$ cat src/hdl/gda_pkg.sv
// gda_pkg: shared types, calendar constants and lookup functions for the
// gregorian date arithmetic block; no dependencies
package gda_pkg;

    // number of pipeline registers from input register to result register
    localparam int NSTG = 12;

    localparam logic [17:0] DAYS_PER_400Y   = 18'd146097;
    localparam logic [15:0] DAYS_PER_100Y   = 16'd36524;
    localparam logic [10:0] DAYS_PER_4Y     = 11'd1461;
    localparam logic [8:0]  DAYS_PER_Y      = 9'd365;
    localparam logic [21:0] LAST_DAY_NUMBER = 22'd3652058;
    localparam logic [13:0] MAX_YEAR        = 14'd9999;
    localparam logic [6:0]  DAYS_CENT_DIV   = 7'd100;

    // reciprocal multipliers: m = ceil(2^k / d), k = input bits + ceil(log2 d)
    localparam int K_Y100 = 21;
    localparam logic [14:0] M_Y100 =
        15'(((64'd1 << K_Y100) + 64'(DAYS_CENT_DIV) - 64'd1) / 64'(DAYS_CENT_DIV));
    localparam int K_400Y = 40;
    localparam logic [22:0] M_400Y =
        23'(((64'd1 << K_400Y) + 64'(DAYS_PER_400Y) - 64'd1) / 64'(DAYS_PER_400Y));
    localparam int K_100Y = 34;
    localparam logic [18:0] M_100Y =
        19'(((64'd1 << K_100Y) + 64'(DAYS_PER_100Y) - 64'd1) / 64'(DAYS_PER_100Y));
    localparam int K_4Y = 27;
    localparam logic [16:0] M_4Y =
        17'(((64'd1 << K_4Y) + 64'(DAYS_PER_4Y) - 64'd1) / 64'(DAYS_PER_4Y));

    localparam logic [3:0] MONTH_JAN = 4'd1;
    localparam logic [3:0] MONTH_FEB = 4'd2;
    localparam logic [3:0] MONTH_DEC = 4'd12;

    typedef struct packed {
        logic        func;
        logic [13:0] start_year;
        logic [3:0]  start_month;
        logic [4:0]  start_day;
        logic [13:0] end_year;
        logic [3:0]  end_month;
        logic [4:0]  end_day;
        logic [21:0] offset_days;
    } t_in_word;

    typedef struct packed {
        logic signed [22:0] day_difference;
        logic [13:0]        result_year;
        logic [3:0]         result_month;
        logic [4:0]         result_day;
        logic               range_error;
    } t_out_word;

    // days before the first of the month in a common year
    function automatic logic [8:0] month_start(input logic [3:0] m);
        logic [8:0] v;
        unique case (m)
            4'd1:    v = 9'd0;
            4'd2:    v = 9'd31;
            4'd3:    v = 9'd59;
            4'd4:    v = 9'd90;
            4'd5:    v = 9'd120;
            4'd6:    v = 9'd151;
            4'd7:    v = 9'd181;
            4'd8:    v = 9'd212;
            4'd9:    v = 9'd243;
            4'd10:   v = 9'd273;
            4'd11:   v = 9'd304;
            4'd12:   v = 9'd334;
            default: v = 9'd0;
        endcase
        return v;
    endfunction

    // month length in a common year
    function automatic logic [4:0] month_len(input logic [3:0] m);
        logic [4:0] v;
        unique case (m)
            4'd2:                      v = 5'd28;
            4'd4, 4'd6, 4'd9, 4'd11:   v = 5'd30;
            default:                   v = 5'd31;
        endcase
        return v;
    endfunction

endpackage

$ cat src/hdl/gregorian_date_arithmetic_top.sv
// gregorian_date_arithmetic_top: proleptic gregorian day count and date shift
// pipeline; depends on gda_pkg
//
// throughput: one word per cycle while the output is not stalled, through the twelve-register pipeline
// (input register, ten working stages, result register) with per-stage bubble fill
// reset: synchronous active low, clears the stage valid bits only
module gregorian_date_arithmetic_top (
    input  logic               i_clk,
    input  logic               i_rst_n,
    input  logic               i_in_valid,
    output logic               o_in_ready,
    input  gda_pkg::t_in_word  i_in_word,
    output logic               o_out_valid,
    input  logic               i_out_ready,
    output gda_pkg::t_out_word o_out_word
);
    import gda_pkg::*;

    // per-date terms after the reciprocal multiply
    typedef struct packed {
        logic [13:0] p;      // year minus one
        logic [22:0] p365;   // days of whole years
        logic [7:0]  q;      // (year - 1) / 100
        logic        yok;    // year in range
        logic [3:0]  m;
        logic [4:0]  d;
    } t_d1;

    // per-date partial day number and check
    typedef struct packed {
        logic [22:0] base;   // days before jan 1st of the year
        logic [8:0]  moff;   // day of year, zero based
        logic        ok;
    } t_d2;

    // what every word carries down the conversion stages
    typedef struct packed {
        logic               func;
        logic               err;
        logic signed [22:0] diff;
    } t_side;

    // ---------------------------------------------------------------
    // stage control: a stage loads when it is empty or its successor moves
    // ---------------------------------------------------------------
    logic [NSTG-1:0] r_vld;
    logic [NSTG:0]   w_adv;

    always_comb begin
        w_adv[NSTG] = i_out_ready;
        for (int k = NSTG - 1; k >= 0; k--) begin
            w_adv[k] = !r_vld[k] || w_adv[k+1];
        end
    end

    assign o_in_ready  = w_adv[0];
    assign o_out_valid = r_vld[NSTG-1];

    always_ff @(posedge i_clk) begin
        if (!i_rst_n) begin
            r_vld <= '0;
        end else begin
            if (w_adv[0]) begin
                r_vld[0] <= i_in_valid;
            end
            for (int k = 1; k < NSTG; k++) begin
                if (w_adv[k]) begin
                    r_vld[k] <= r_vld[k-1];
                end
            end
        end
    end

    // ---------------------------------------------------------------
    // date to day number helpers
    // ---------------------------------------------------------------
    // year terms: 365 * (y - 1) and (y - 1) / 100 by reciprocal multiply
    function automatic t_d1 f_year_terms(input logic [13:0] y, input logic [3:0] m,
                                         input logic [4:0] d);
        t_d1         v;
        logic [28:0] prod;
        v.p    = y - 14'd1;
        v.p365 = 23'(v.p) * 23'(DAYS_PER_Y);
        prod   = 29'(v.p) * 29'(M_Y100);
        v.q    = prod[K_Y100+7:K_Y100];
        v.yok  = (y != 14'd0) && (y <= MAX_YEAR);
        v.m    = m;
        v.d    = d;
        return v;
    endfunction

    // leap test from (y - 1) and its century quotient, validity, day of year
    function automatic t_d2 f_date_terms(input t_d1 a);
        t_d2         v;
        logic [13:0] rem;
        logic        leap;
        logic [4:0]  len;
        rem    = a.p - 14'(a.q) * 14'(DAYS_CENT_DIV);
        // y divisible by 4, and not a century year unless y / 100 is divisible by 4
        leap   = (a.p[1:0] == 2'd3) && ((rem != 14'(DAYS_CENT_DIV - 7'd1)) ||
                 (a.q[1:0] == 2'd3));
        len    = month_len(a.m) + 5'(a.m == MONTH_FEB && leap);
        v.ok   = a.yok && (a.m >= MONTH_JAN) && (a.m <= MONTH_DEC) &&
                 (a.d != 5'd0) && (a.d <= len);
        v.moff = month_start(a.m) + 9'(a.m > MONTH_FEB && leap) + 9'(a.d) - 9'd1;
        v.base = a.p365 + 23'(a.p[13:2]) - 23'(a.q) + 23'(a.q[7:2]);
        return v;
    endfunction

    // ---------------------------------------------------------------
    // stage registers
    // ---------------------------------------------------------------
    t_in_word    r_in;                       // input register
    t_d1         r1_s, r1_e;                 // year terms
    logic        r1_func;
    logic [21:0] r1_off;
    t_d2         r2_s, r2_e;                 // partial day numbers
    logic        r2_func;
    logic [21:0] r2_off;
    logic [21:0] r3_dn_s, r3_dn_e;           // day numbers
    logic        r3_func, r3_err;
    logic [21:0] r3_off;
    t_side       r_side [4:NSTG-2];          // side info, stages 4 to 10
    logic [21:0] r4_n;                       // day number of the shifted date
    logic [4:0]  r5_q400;
    logic [21:0] r5_n;
    logic [4:0]  r6_q400, r7_q400, r8_q400, r9_q400;
    logic [17:0] r6_r, r7_r;                 // days into the 400 year cycle
    logic [1:0]  r7_q100, r8_q100, r9_q100;
    logic [15:0] r8_r2, r9_r2;               // days into the century
    logic [4:0]  r9_q4;
    logic [13:0] r10_yr;
    logic [8:0]  r10_doy;
    logic        r10_leap;
    t_out_word   r_out;                      // result register

    // combinational next values
    t_d1                n1_s, n1_e;
    t_d2                n2_s, n2_e;
    logic [21:0]        n3_dn_s, n3_dn_e;
    logic               n3_err;
    logic signed [22:0] n4_diff;
    logic [22:0]        n4_sum;
    logic               n4_err;
    logic [44:0]        n5_prod;
    logic [17:0]        n6_r;
    logic [36:0]        n7_prod;
    logic [2:0]         n7_qraw;
    logic [1:0]         n7_q100;
    logic [15:0]        n8_r2;
    logic [32:0]        n9_prod;
    logic [10:0]        n10_r3;
    logic [1:0]         n10_q1;
    logic [8:0]         n10_doy;
    logic [13:0]        n10_yr;
    logic               n10_leap;
    logic [3:0]         n11_mon;
    logic [8:0]         n11_mst;
    logic [8:0]         w11_st;
    t_out_word          n_out;

    always_comb begin
        // stages 1 to 3: both dates to day numbers
        n1_s    = f_year_terms(r_in.start_year, r_in.start_month, r_in.start_day);
        n1_e    = f_year_terms(r_in.end_year, r_in.end_month, r_in.end_day);
        n2_s    = f_date_terms(r1_s);
        n2_e    = f_date_terms(r1_e);
        n3_dn_s = 22'(r2_s.base + 23'(r2_s.moff));
        n3_dn_e = 22'(r2_e.base + 23'(r2_e.moff));
        // the end date only matters for the day count
        n3_err  = !r2_s.ok || (!r2_func && !r2_e.ok);

        // stage 4: difference, or start plus offset with the upper bound check
        n4_diff = $signed({1'b0, r3_dn_e}) - $signed({1'b0, r3_dn_s});
        n4_sum  = {1'b0, r3_dn_s} + {1'b0, r3_off};
        n4_err  = r3_err || (r3_func && (n4_sum > 23'(LAST_DAY_NUMBER)));

        // stages 5 to 10: day number back to year and day of year
        n5_prod = 45'(r4_n) * 45'(M_400Y);
        n6_r    = 18'(r5_n - 22'(r5_q400) * 22'(DAYS_PER_400Y));
        n7_prod = 37'(r6_r) * 37'(M_100Y);
        n7_qraw = n7_prod[K_100Y+2:K_100Y];
        // last day of a 400 year cycle belongs to the fourth century
        n7_q100 = (n7_qraw > 3'd3) ? 2'd3 : n7_qraw[1:0];
        n8_r2   = 16'(r7_r - 18'(r7_q100) * 18'(DAYS_PER_100Y));
        n9_prod = 33'(r8_r2) * 33'(M_4Y);
        n10_r3  = 11'(r9_r2 - 16'(r9_q4) * 16'(DAYS_PER_4Y));
        // last day of a four year run belongs to its fourth year
        priority if (n10_r3 >= 11'(3 * DAYS_PER_Y)) begin
            n10_q1 = 2'd3;
        end else if (n10_r3 >= 11'(2 * DAYS_PER_Y)) begin
            n10_q1 = 2'd2;
        end else if (n10_r3 >= 11'(DAYS_PER_Y)) begin
            n10_q1 = 2'd1;
        end else begin
            n10_q1 = 2'd0;
        end
        n10_doy  = 9'(n10_r3 - 11'(n10_q1) * 11'(DAYS_PER_Y));
        n10_yr   = 14'(r9_q400) * 14'd400 + 14'(r9_q100) * 14'(DAYS_CENT_DIV) +
                   14'(r9_q4) * 14'd4 + 14'(n10_q1) + 14'd1;
        // fourth year of a run is leap unless it closes a century not divisible by 400
        n10_leap = (n10_q1 == 2'd3) && ((r9_q4 != 5'd24) || (r9_q100 == 2'd3));

        // stage 11: month by comparing against every month start
        n11_mon = MONTH_JAN;
        n11_mst = 9'd0;
        for (int k = 2; k <= 12; k++) begin
            w11_st = month_start(4'(k)) + 9'(4'(k) > MONTH_FEB && r10_leap);
            if (w11_st <= r10_doy) begin
                n11_mon = 4'(k);
                n11_mst = w11_st;
            end
        end
        w11_st = 9'd0;

        n_out = '0;
        if (r_side[NSTG-2].err) begin
            n_out.range_error = 1'b1;
        end else if (!r_side[NSTG-2].func) begin
            n_out.day_difference = r_side[NSTG-2].diff;
        end else begin
            n_out.result_year  = r10_yr;
            n_out.result_month = n11_mon;
            n_out.result_day   = 5'(r10_doy - n11_mst + 9'd1);
        end
    end

    always_ff @(posedge i_clk) begin
        if (w_adv[0]) begin
            r_in <= i_in_word;
        end
        if (w_adv[1]) begin
            r1_s    <= n1_s;
            r1_e    <= n1_e;
            r1_func <= r_in.func;
            r1_off  <= r_in.offset_days;
        end
        if (w_adv[2]) begin
            r2_s    <= n2_s;
            r2_e    <= n2_e;
            r2_func <= r1_func;
            r2_off  <= r1_off;
        end
        if (w_adv[3]) begin
            r3_dn_s <= n3_dn_s;
            r3_dn_e <= n3_dn_e;
            r3_func <= r2_func;
            r3_err  <= n3_err;
            r3_off  <= r2_off;
        end
        if (w_adv[4]) begin
            r_side[4].func <= r3_func;
            r_side[4].err  <= n4_err;
            r_side[4].diff <= n4_diff;
            r4_n           <= n4_sum[21:0];
        end
        for (int k = 5; k <= NSTG - 2; k++) begin
            if (w_adv[k]) begin
                r_side[k] <= r_side[k-1];
            end
        end
        if (w_adv[5]) begin
            r5_q400 <= n5_prod[K_400Y+4:K_400Y];
            r5_n    <= r4_n;
        end
        if (w_adv[6]) begin
            r6_r    <= n6_r;
            r6_q400 <= r5_q400;
        end
        if (w_adv[7]) begin
            r7_q100 <= n7_q100;
            r7_r    <= r6_r;
            r7_q400 <= r6_q400;
        end
        if (w_adv[8]) begin
            r8_r2   <= n8_r2;
            r8_q100 <= r7_q100;
            r8_q400 <= r7_q400;
        end
        if (w_adv[9]) begin
            r9_q4   <= 5'(n9_prod[32:K_4Y]);
            r9_r2   <= r8_r2;
            r9_q100 <= r8_q100;
            r9_q400 <= r8_q400;
        end
        if (w_adv[10]) begin
            r10_yr   <= n10_yr;
            r10_doy  <= n10_doy;
            r10_leap <= n10_leap;
        end
        if (w_adv[11]) begin
            r_out <= n_out;
        end
    end

    assign o_out_word = r_out;

endmodule

$ cat config.mk
export PLATFORM = sky130hd
export DESIGN_NAME = gregorian_date_arithmetic_top
export DESIGN_NICKNAME = d
export VERILOG_FILES = /design/src/hdl/gda_pkg.sv /design/src/hdl/gregorian_date_arithmetic_top.sv
export SDC_FILE = /design/constraint.sdc
export NUM_CORES = 2
export LEC_CHECK = 0
export BUFFER_PORTS_ARGS = -buffer_cell sky130_fd_sc_hd__buf_4
export CAP_MARGIN = 20
export CORE_ASPECT_RATIO = 1.4
export CORE_MARGIN = 2
export CORE_UTILIZATION = 25
export CTS_CLUSTER_SIZE = 14
export DETAILED_ROUTE_END_ITERATION = 12
export MAX_ROUTING_LAYER = met4
export PLACE_DENSITY = 0.48
export REMOVE_ABC_BUFFERS = 1
export SYNTH_ARGS = -nofsm -noshare
export SYNTH_HDL_FRONTEND = slang
export SYNTH_SLANG_ARGS = --single-unit
$ cat constraint.sdc
create_clock -name i_clk -period 9.1 [get_ports i_clk]
set_input_delay 0.455 -clock i_clk [delete_from_list [all_inputs] [get_ports i_clk]]
set_output_delay 0.455 -clock i_clk [all_outputs]
set_load 0.05 [all_outputs]
==> Yosys cells after proc, flatten, opt, wreduce, memory -nomap -nowiden <==
Memories as Yosys holds them, arrays and structs flattened. A register that Yosys moved wholly into a read port is not among the register bits.
Cells that the tools add are included.
{ "word_totals": {"n_memories": 3, "romBits": 288, "register_bits": 575, "ram_bits": 175, "output_inout_bits": 49, "inputBits": 73} }
{ "mem_list": {"columns": ["memory", "depth", "width", "rd", "rd_ports_with_merged_regs", "write_ports", "line", "text"], "rows": [
  ["r_side", 7, 25, 7, 0, 7, "gregorian_date_arithmetic_top.sv:123", "t_side r_side [4:NSTG-2];"],
  ["(name not given)", 16, 9, 1, 1, 0, "gda_pkg.sv:56", "unique case (m)"],
  ["(name not given)", 16, 9, 1, 1, 0, "gda_pkg.sv:56", null]
]} }
{ "classes": {"n_mul": 15, "bitwise": 1, "addsub": 42, "n_mux": 44, "n_eq_ne": 19, "n_lt_le_gt_ge": 26, "n_reduce_logical": 60} }
{ "ops": {"columns": ["operator", "n"], "rows": [
  ["<= comparator 9 bit", 7],
  ["2-to-1 mux 5 bit", 11],
  ["multiplier 14 x 13 -> 27 bit, second input constant", 2],
  ["2-to-1 mux 4 bit", 12],
  ["adder 22 x 12 -> 22 bit", 2],
  ["adder 22 x 6 -> 22 bit", 2],
  ["adder 22 x 9 -> 22 bit", 2],
  ["multiplier 14 x 9 -> 22 bit, second input constant", 2],
  ["multiplier 22 x 22 -> 44 bit, second input constant", 1],
  ["subtractor 22 x 8 -> 22 bit", 2],
  ["multiplier 18 x 19 -> 37 bit, second input constant", 1],
  ["adder 8 x 1 -> 9 bit, first input constant", 4],
  ["multiplier 16 x 15 -> 30 bit, second input constant", 1],
  ["<= comparator 14 bit, second input constant", 2],
  ["inequality test 14 x 7 -> 1 bit, second input constant", 2],
  ["nonzero test 14 bit", 2],
  ["subtractor 14 x 1 -> 14 bit, second input constant", 2],
  ["subtractor 14 bit", 2],
  ["adder 9 x 1 -> 9 bit, first input constant", 3],
  ["multiplier 8 x 5 -> 12 bit, second input constant", 2],
  ["adder 22 x 22 -> 23 bit", 1],
  ["greater-than comparator 23 x 22 -> 1 bit, second input constant", 1],
  ["subtractor 22 x 22 -> 23 bit", 1],
  ["logical AND 1 bit", 19],
  ["48 further kinds", 121]
]} }

==> Longest topological paths before layout <==
{ "depth": {"depth_word": 14, "mapped_depth": 34, "ltp_nobuf": 34} }

==> Least setup slack after synthesis <==
Ideal clock, no wire load.
{ "synth_path": {"path_kind": "register -> register", "startpoint": "reg r_vld[11]", "endpoint": "reg r1_e[0] (netlist name), enable pin", "setup_time_ns": 1.424, "stages_incl_launch_ff": 8, "required_ns": 7.676, "t_arrival_ns": 5.259, "slack_ns": 2.416, "n_path_buf": 0, "cell_sequence": "dfxtp_1 -> and3b_2 -> inv_1 -> nor2_1 -> and2_4 -> and3_1 -> and2_1 -> nand3_1"} }
{ "synth_via": {"elab_chain_len": 12} }
{ "synth_lines": {"columns": ["element", "line", "text"], "rows": [
  ["from (decl)", "gregorian_date_arithmetic_top.sv:46", "logic [NSTG-1:0] r_vld;"],
  ["from (signal, indexed assignment)", "gregorian_date_arithmetic_top.sv:68", "r_vld[k] <= r_vld[k-1];"],
  ["zero test 1 bit", "gregorian_date_arithmetic_top.sv:52", "w_adv[k] = !r_vld[k] || w_adv[k+1];"],
  ["logical OR 1 bit (2 in a row)", "gregorian_date_arithmetic_top.sv:52", null],
  ["named net w_adv[10]", "gregorian_date_arithmetic_top.sv:47", "logic [NSTG:0] w_adv;"],
  ["logical OR 1 bit (9 in a row)", "gregorian_date_arithmetic_top.sv:52", null],
  ["to (signal assigned)", "gregorian_date_arithmetic_top.sv:234", "r1_e <= n1_e;"],
  ["to (decl)", "gregorian_date_arithmetic_top.sv:114", "t_d1 r1_s, r1_e;"]
]} }
The timed path passes the listed nets, and every way through them passes these cells.
A chain may end at the register's enable or synchronous reset.

==> Worst setup path after layout <==
{ "layout_path": {"startpoint": "reg r4_n[4]", "endpoint": "reg r5_q400[4] (data pin)"} }
{ "layout_via": {"elab_chain_len": 1} }
{ "layout_lines": {"columns": ["element", "line", "text"], "rows": [
  ["from (decl)", "gregorian_date_arithmetic_top.sv:124", "logic [21:0] r4_n;"],
  ["from (signal assigned)", "gregorian_date_arithmetic_top.sv:255", "r4_n <= n4_sum[21:0];"],
  ["multiplier 22 x 22 -> 44 bit", "gregorian_date_arithmetic_top.sv:179", "n5_prod = 45'(r4_n) * 45'(M_400Y);"],
  ["named net n5_prod[44]", "gregorian_date_arithmetic_top.sv:145", "logic [44:0] n5_prod;"],
  ["to (signal assigned)", "gregorian_date_arithmetic_top.sv:263", "r5_q400 <= n5_prod[K_400Y+4:K_400Y];"],
  ["to (decl)", "gregorian_date_arithmetic_top.sv:125", "logic [4:0] r5_q400;"]
]} }
The timed path passes the listed nets, and every way through them passes these cells.

==> impl_results.md <==
* Status: finished, final reports clean
* Setup repair bufs after CTS at 0
* Largest net degree at the start of global routing at 109
* Hold path depth at 2
* Max-Cap Viols at 0
* Post-synthesis cell count at 5594
* Die X at 440.2 um
* Setup_tns at 0 ns
* Reg-to-reg critical path startpoint: r4_n[4]$_DFFE_PP_
* Worst-Margin Slew at 1.002 ns
* Sinks on Clock Net at 764
* H-Tree Level Count at 3
* 1st-pass router iterations at 5
* Flops & latches, synth at 764
* Setup violations, final at 0
* Hold path startpoint: i_rst_n
* WL/cell at 15.70 um
* # DRC at 0
* Post-synth ARST share at 0%
* GPL Wtd Cong at 0.8930
* Number of flops mapped to enable cells by yosys at 734
* RSZ-0062 raised after global routing: no
* Tmin final at 7.343 ns
* Req. time, crit path at 9.53 ns
* Synth Warn # at 0
* Die area at 270500 um^2
* Core Rows at 224
* Nets at 7804
* Placed wire-length estimate at 126.8 mm
* CORE AREA at 265400 um^2
* Critical Path Start Type: flip-flop
* Number of global-route vias before repair at 43215
* Drt initial violations at 1403
* Fin. Hold Viols at 0
* Vias per cell at 4.129
* ANT nets after route at 0
* Critical Path Fanout Max at 9
* Cell Area, Synth at 66580 um^2
* Root Buffer Master: clkbuf_16
* Initial Util at 25.09%
* GRT Util Overall at 11.58%
* Max-slew violations at 0
* Critical Path AT at 7.78 ns
* CTS tree: yes
* Layout cells sized above 1 at 5.751%
* HP Class: primary input to flip-flop
* Unique masters post-synth at 94
* Worst reg2reg endpoint: r5_q400[4]$_DFFE_PP_
* Total grt overflow at 0
* Clk Latency, worst-skew pair at 0.70 ns
* First-pass GRT wire length at 238.3 mm
* Worst reg2reg path depth at 23
* Setup Skew at 0.03363 ns
* # fillers at 27229
* Die height at 614.6 um
* Dominant synthesized flop cell: edfxtp_1
* CTS Buffer Depth at 3
* TritonCTS Buffers at 89
* Commonest non-fill, non-tap cell in the layout: inv_1
* Via Count at 39093
* Initial antenna violation count at 2
* Tcrit/Tclk final at 80.70%
* Hold path endpoint: r_vld[10]$_SDFFE_PN0P_
* Register-to-register setup slack at 1.76 ns
* Clk slew on worst S/H paths at 0.06 ns
* Part of the Yosys area used for sequential elements at 34.01%
* Most frequent cells in the layout: 1303 x inv_1, 1148 x ha_1, 734 x edfxtp_1
* Achievable clock frequency at 136.2 MHz
* Setup crit end kind: flip-flop
* P&R area growth vs syn at 13.79%
* Syn Area/Cell at 11.90 um^2
* Detailed-route wire length at 148.6 mm
* I/O Pins at 122
* Max-slew headroom at 33.20%
* Buffers on Ports at 121
* Final antenna diode count at 0
* CP Class: flip-flop to flip-flop
==> cells in the mapped netlist (6+ instances only) <==
master | number | share of area [%]
nor3_1 | 62 | 0.47
ha_1 | 1148 | 22
nor2_1 | 167 | 0.94
a21o_1 | 84 | 0.95
and4_1 | 6 | 0.079
o2111ai_1 | 11 | 0.14
a211oi_1 | 13 | 0.15
a31o_2 | 9 | 0.12
edfxtp_1 | 734 | 33
nor4_1 | 16 | 0.15
a211o_1 | 7 | 0.092
o31ai_1 | 11 | 0.12
mux2i_1 | 13 | 0.20
a41oi_1 | 6 | 0.079
and3_1 | 19 | 0.18
o21ai_1 | 6 | 0.045
nand2b_1 | 35 | 0.33
o211ai_1 | 14 | 0.16
clkbuf_1 | 11 | 0.062
nor2b_1 | 43 | 0.40
dfxtp_1 | 30 | 0.90
o21ai_0 | 124 | 0.93
xor2_1 | 94 | 1.2
and2_1 | 51 | 0.48
or2_2 | 6 | 0.056
fa_1 | 693 | 21
xnor2_1 | 231 | 3.0
a21boi_0 | 16 | 0.18
or3_1 | 16 | 0.15
o21a_1 | 49 | 0.55
nand4_1 | 17 | 0.16
inv_1 | 1308 | 7.4
nand3_1 | 55 | 0.41
nand2_1 | 140 | 0.79
a31oi_1 | 14 | 0.13
o21bai_1 | 29 | 0.33
a21oi_1 | 202 | 1.5
==> critical path, stage by stage (launching register included) <==
cell and delay, ns:
edfxtp_1 0.70, inv_1 0.12, fa_1 0.51, inv_1 0.06, fa_1 0.50, inv_1 0.06
fa_1 0.44, fa_1 0.52, fa_1 0.55, inv_1 0.06, fa_1 0.53, inv_1 0.05
fa_1 0.50, inv_1 0.04, ha_1 0.29, nand3_1 0.12, nor3_1 0.50, o2111ai_1 0.19
o2111ai_1 0.20, nand2_1 0.16, o311ai_0 0.57, a21o_1 0.23, a21oi_1 0.08, xnor2_1 0.12
==> what timing repair did <==
action	in CTS	in global routing
endpoints found under the hold margin	70	0
gates resized for setup	0	0
hold buffers	70	0
==> sequential cells by signal, indices dropped and copies added (netlist names), 14 cells and up, named ones only <==
name / count
o_out_word: 47
r10_yr: 14
r1_e: 52
r1_off: 22
r1_s: 52
r2_e: 32
r2_off: 22
r2_s: 32
r3_dn_e: 22
r3_dn_s: 22
r3_off: 22
r4_n: 22
r5_n: 18
r6_r: 18
r7_r: 16
r8_r2: 16
r_in: 51
r_side: 175
==> cell families after synthesis <==
family	count (synthesis)	synth area share (%)
AO/OA/AOI/OAI	667	6.624
XOR/XNOR	325	4.275
adder cells (fa/ha/maj)	1841	42.41
buffers and inverters	1324	7.481
flip-flops	764	34.01
multiplexers	19	0.3401
other	1	0.005632
AND/OR/NAND/NOR	653	4.858
==> layout make-up <==
type | instances | area [um^2] | area share (%)
Multi-Input combinational cell | 3511 | 39010 | 51.49
Sequential cell | 764 | 22640 | 29.88
Timing Repair Buffer | 216 | 1822 | 2.404
Clock buffer | 105 | 2297 | 3.032
Clock inverter | 60 | 699.4 | 0.9231
Tap cell | 3503 | 4383 | 5.785
Inverter | 1308 | 4910 | 6.480
==> worst max path at each step <==
stage	cells after the start	from	slack (ns)	endpoint
floorplan	7	r_vld[11]$_SDFFE_PN0P_	2.42	r1_e[0]$_DFFE_PN_
global placement	23	r4_n[4]$_DFFE_PP_	1.60	r5_q400[4]$_DFFE_PP_
detailed placement	23	r4_n[3]$_DFFE_PP_	1.64	r5_q400[4]$_DFFE_PP_
CTS	23	r4_n[3]$_DFFE_PP_	1.63	r5_q400[4]$_DFFE_PP_
global route	26	r_in[56]$_DFFE_PP_	1.18	r1_s[17]$_DFFE_PN_
finish	23	r4_n[4]$_DFFE_PP_	1.76	r5_q400[4]$_DFFE_PP_
==> per-layer routing <==
metal,share of wire (%),track usage [%],up-vias
met4,3.7,4.117,0
met3,2.5,1.220,225
li1,-,-,19239
met5,0,-,-
met1,40,12.52,19136
met2,54,21.61,493
==> through the flow <==
step	worst slack [ns]	instance area, um^2	util [%]	hold WS [ns]	cells
finish	1.757	75770	28.55	0.09198	9467
global placement	1.604	72050	27.15	0.4015	9231
floorplan	2.416	66530	-	0.4003	5583
global route	1.184	75770	28.55	0.06538	9467
CTS	1.632	75750	28.54	0.02739	9466
detailed placement	1.636	72050	27.15	0.4045	9231
Power is left out: the tool's default activity adds up to more than one toggle a clock period on the data nets, which glitch-free logic cannot reach.
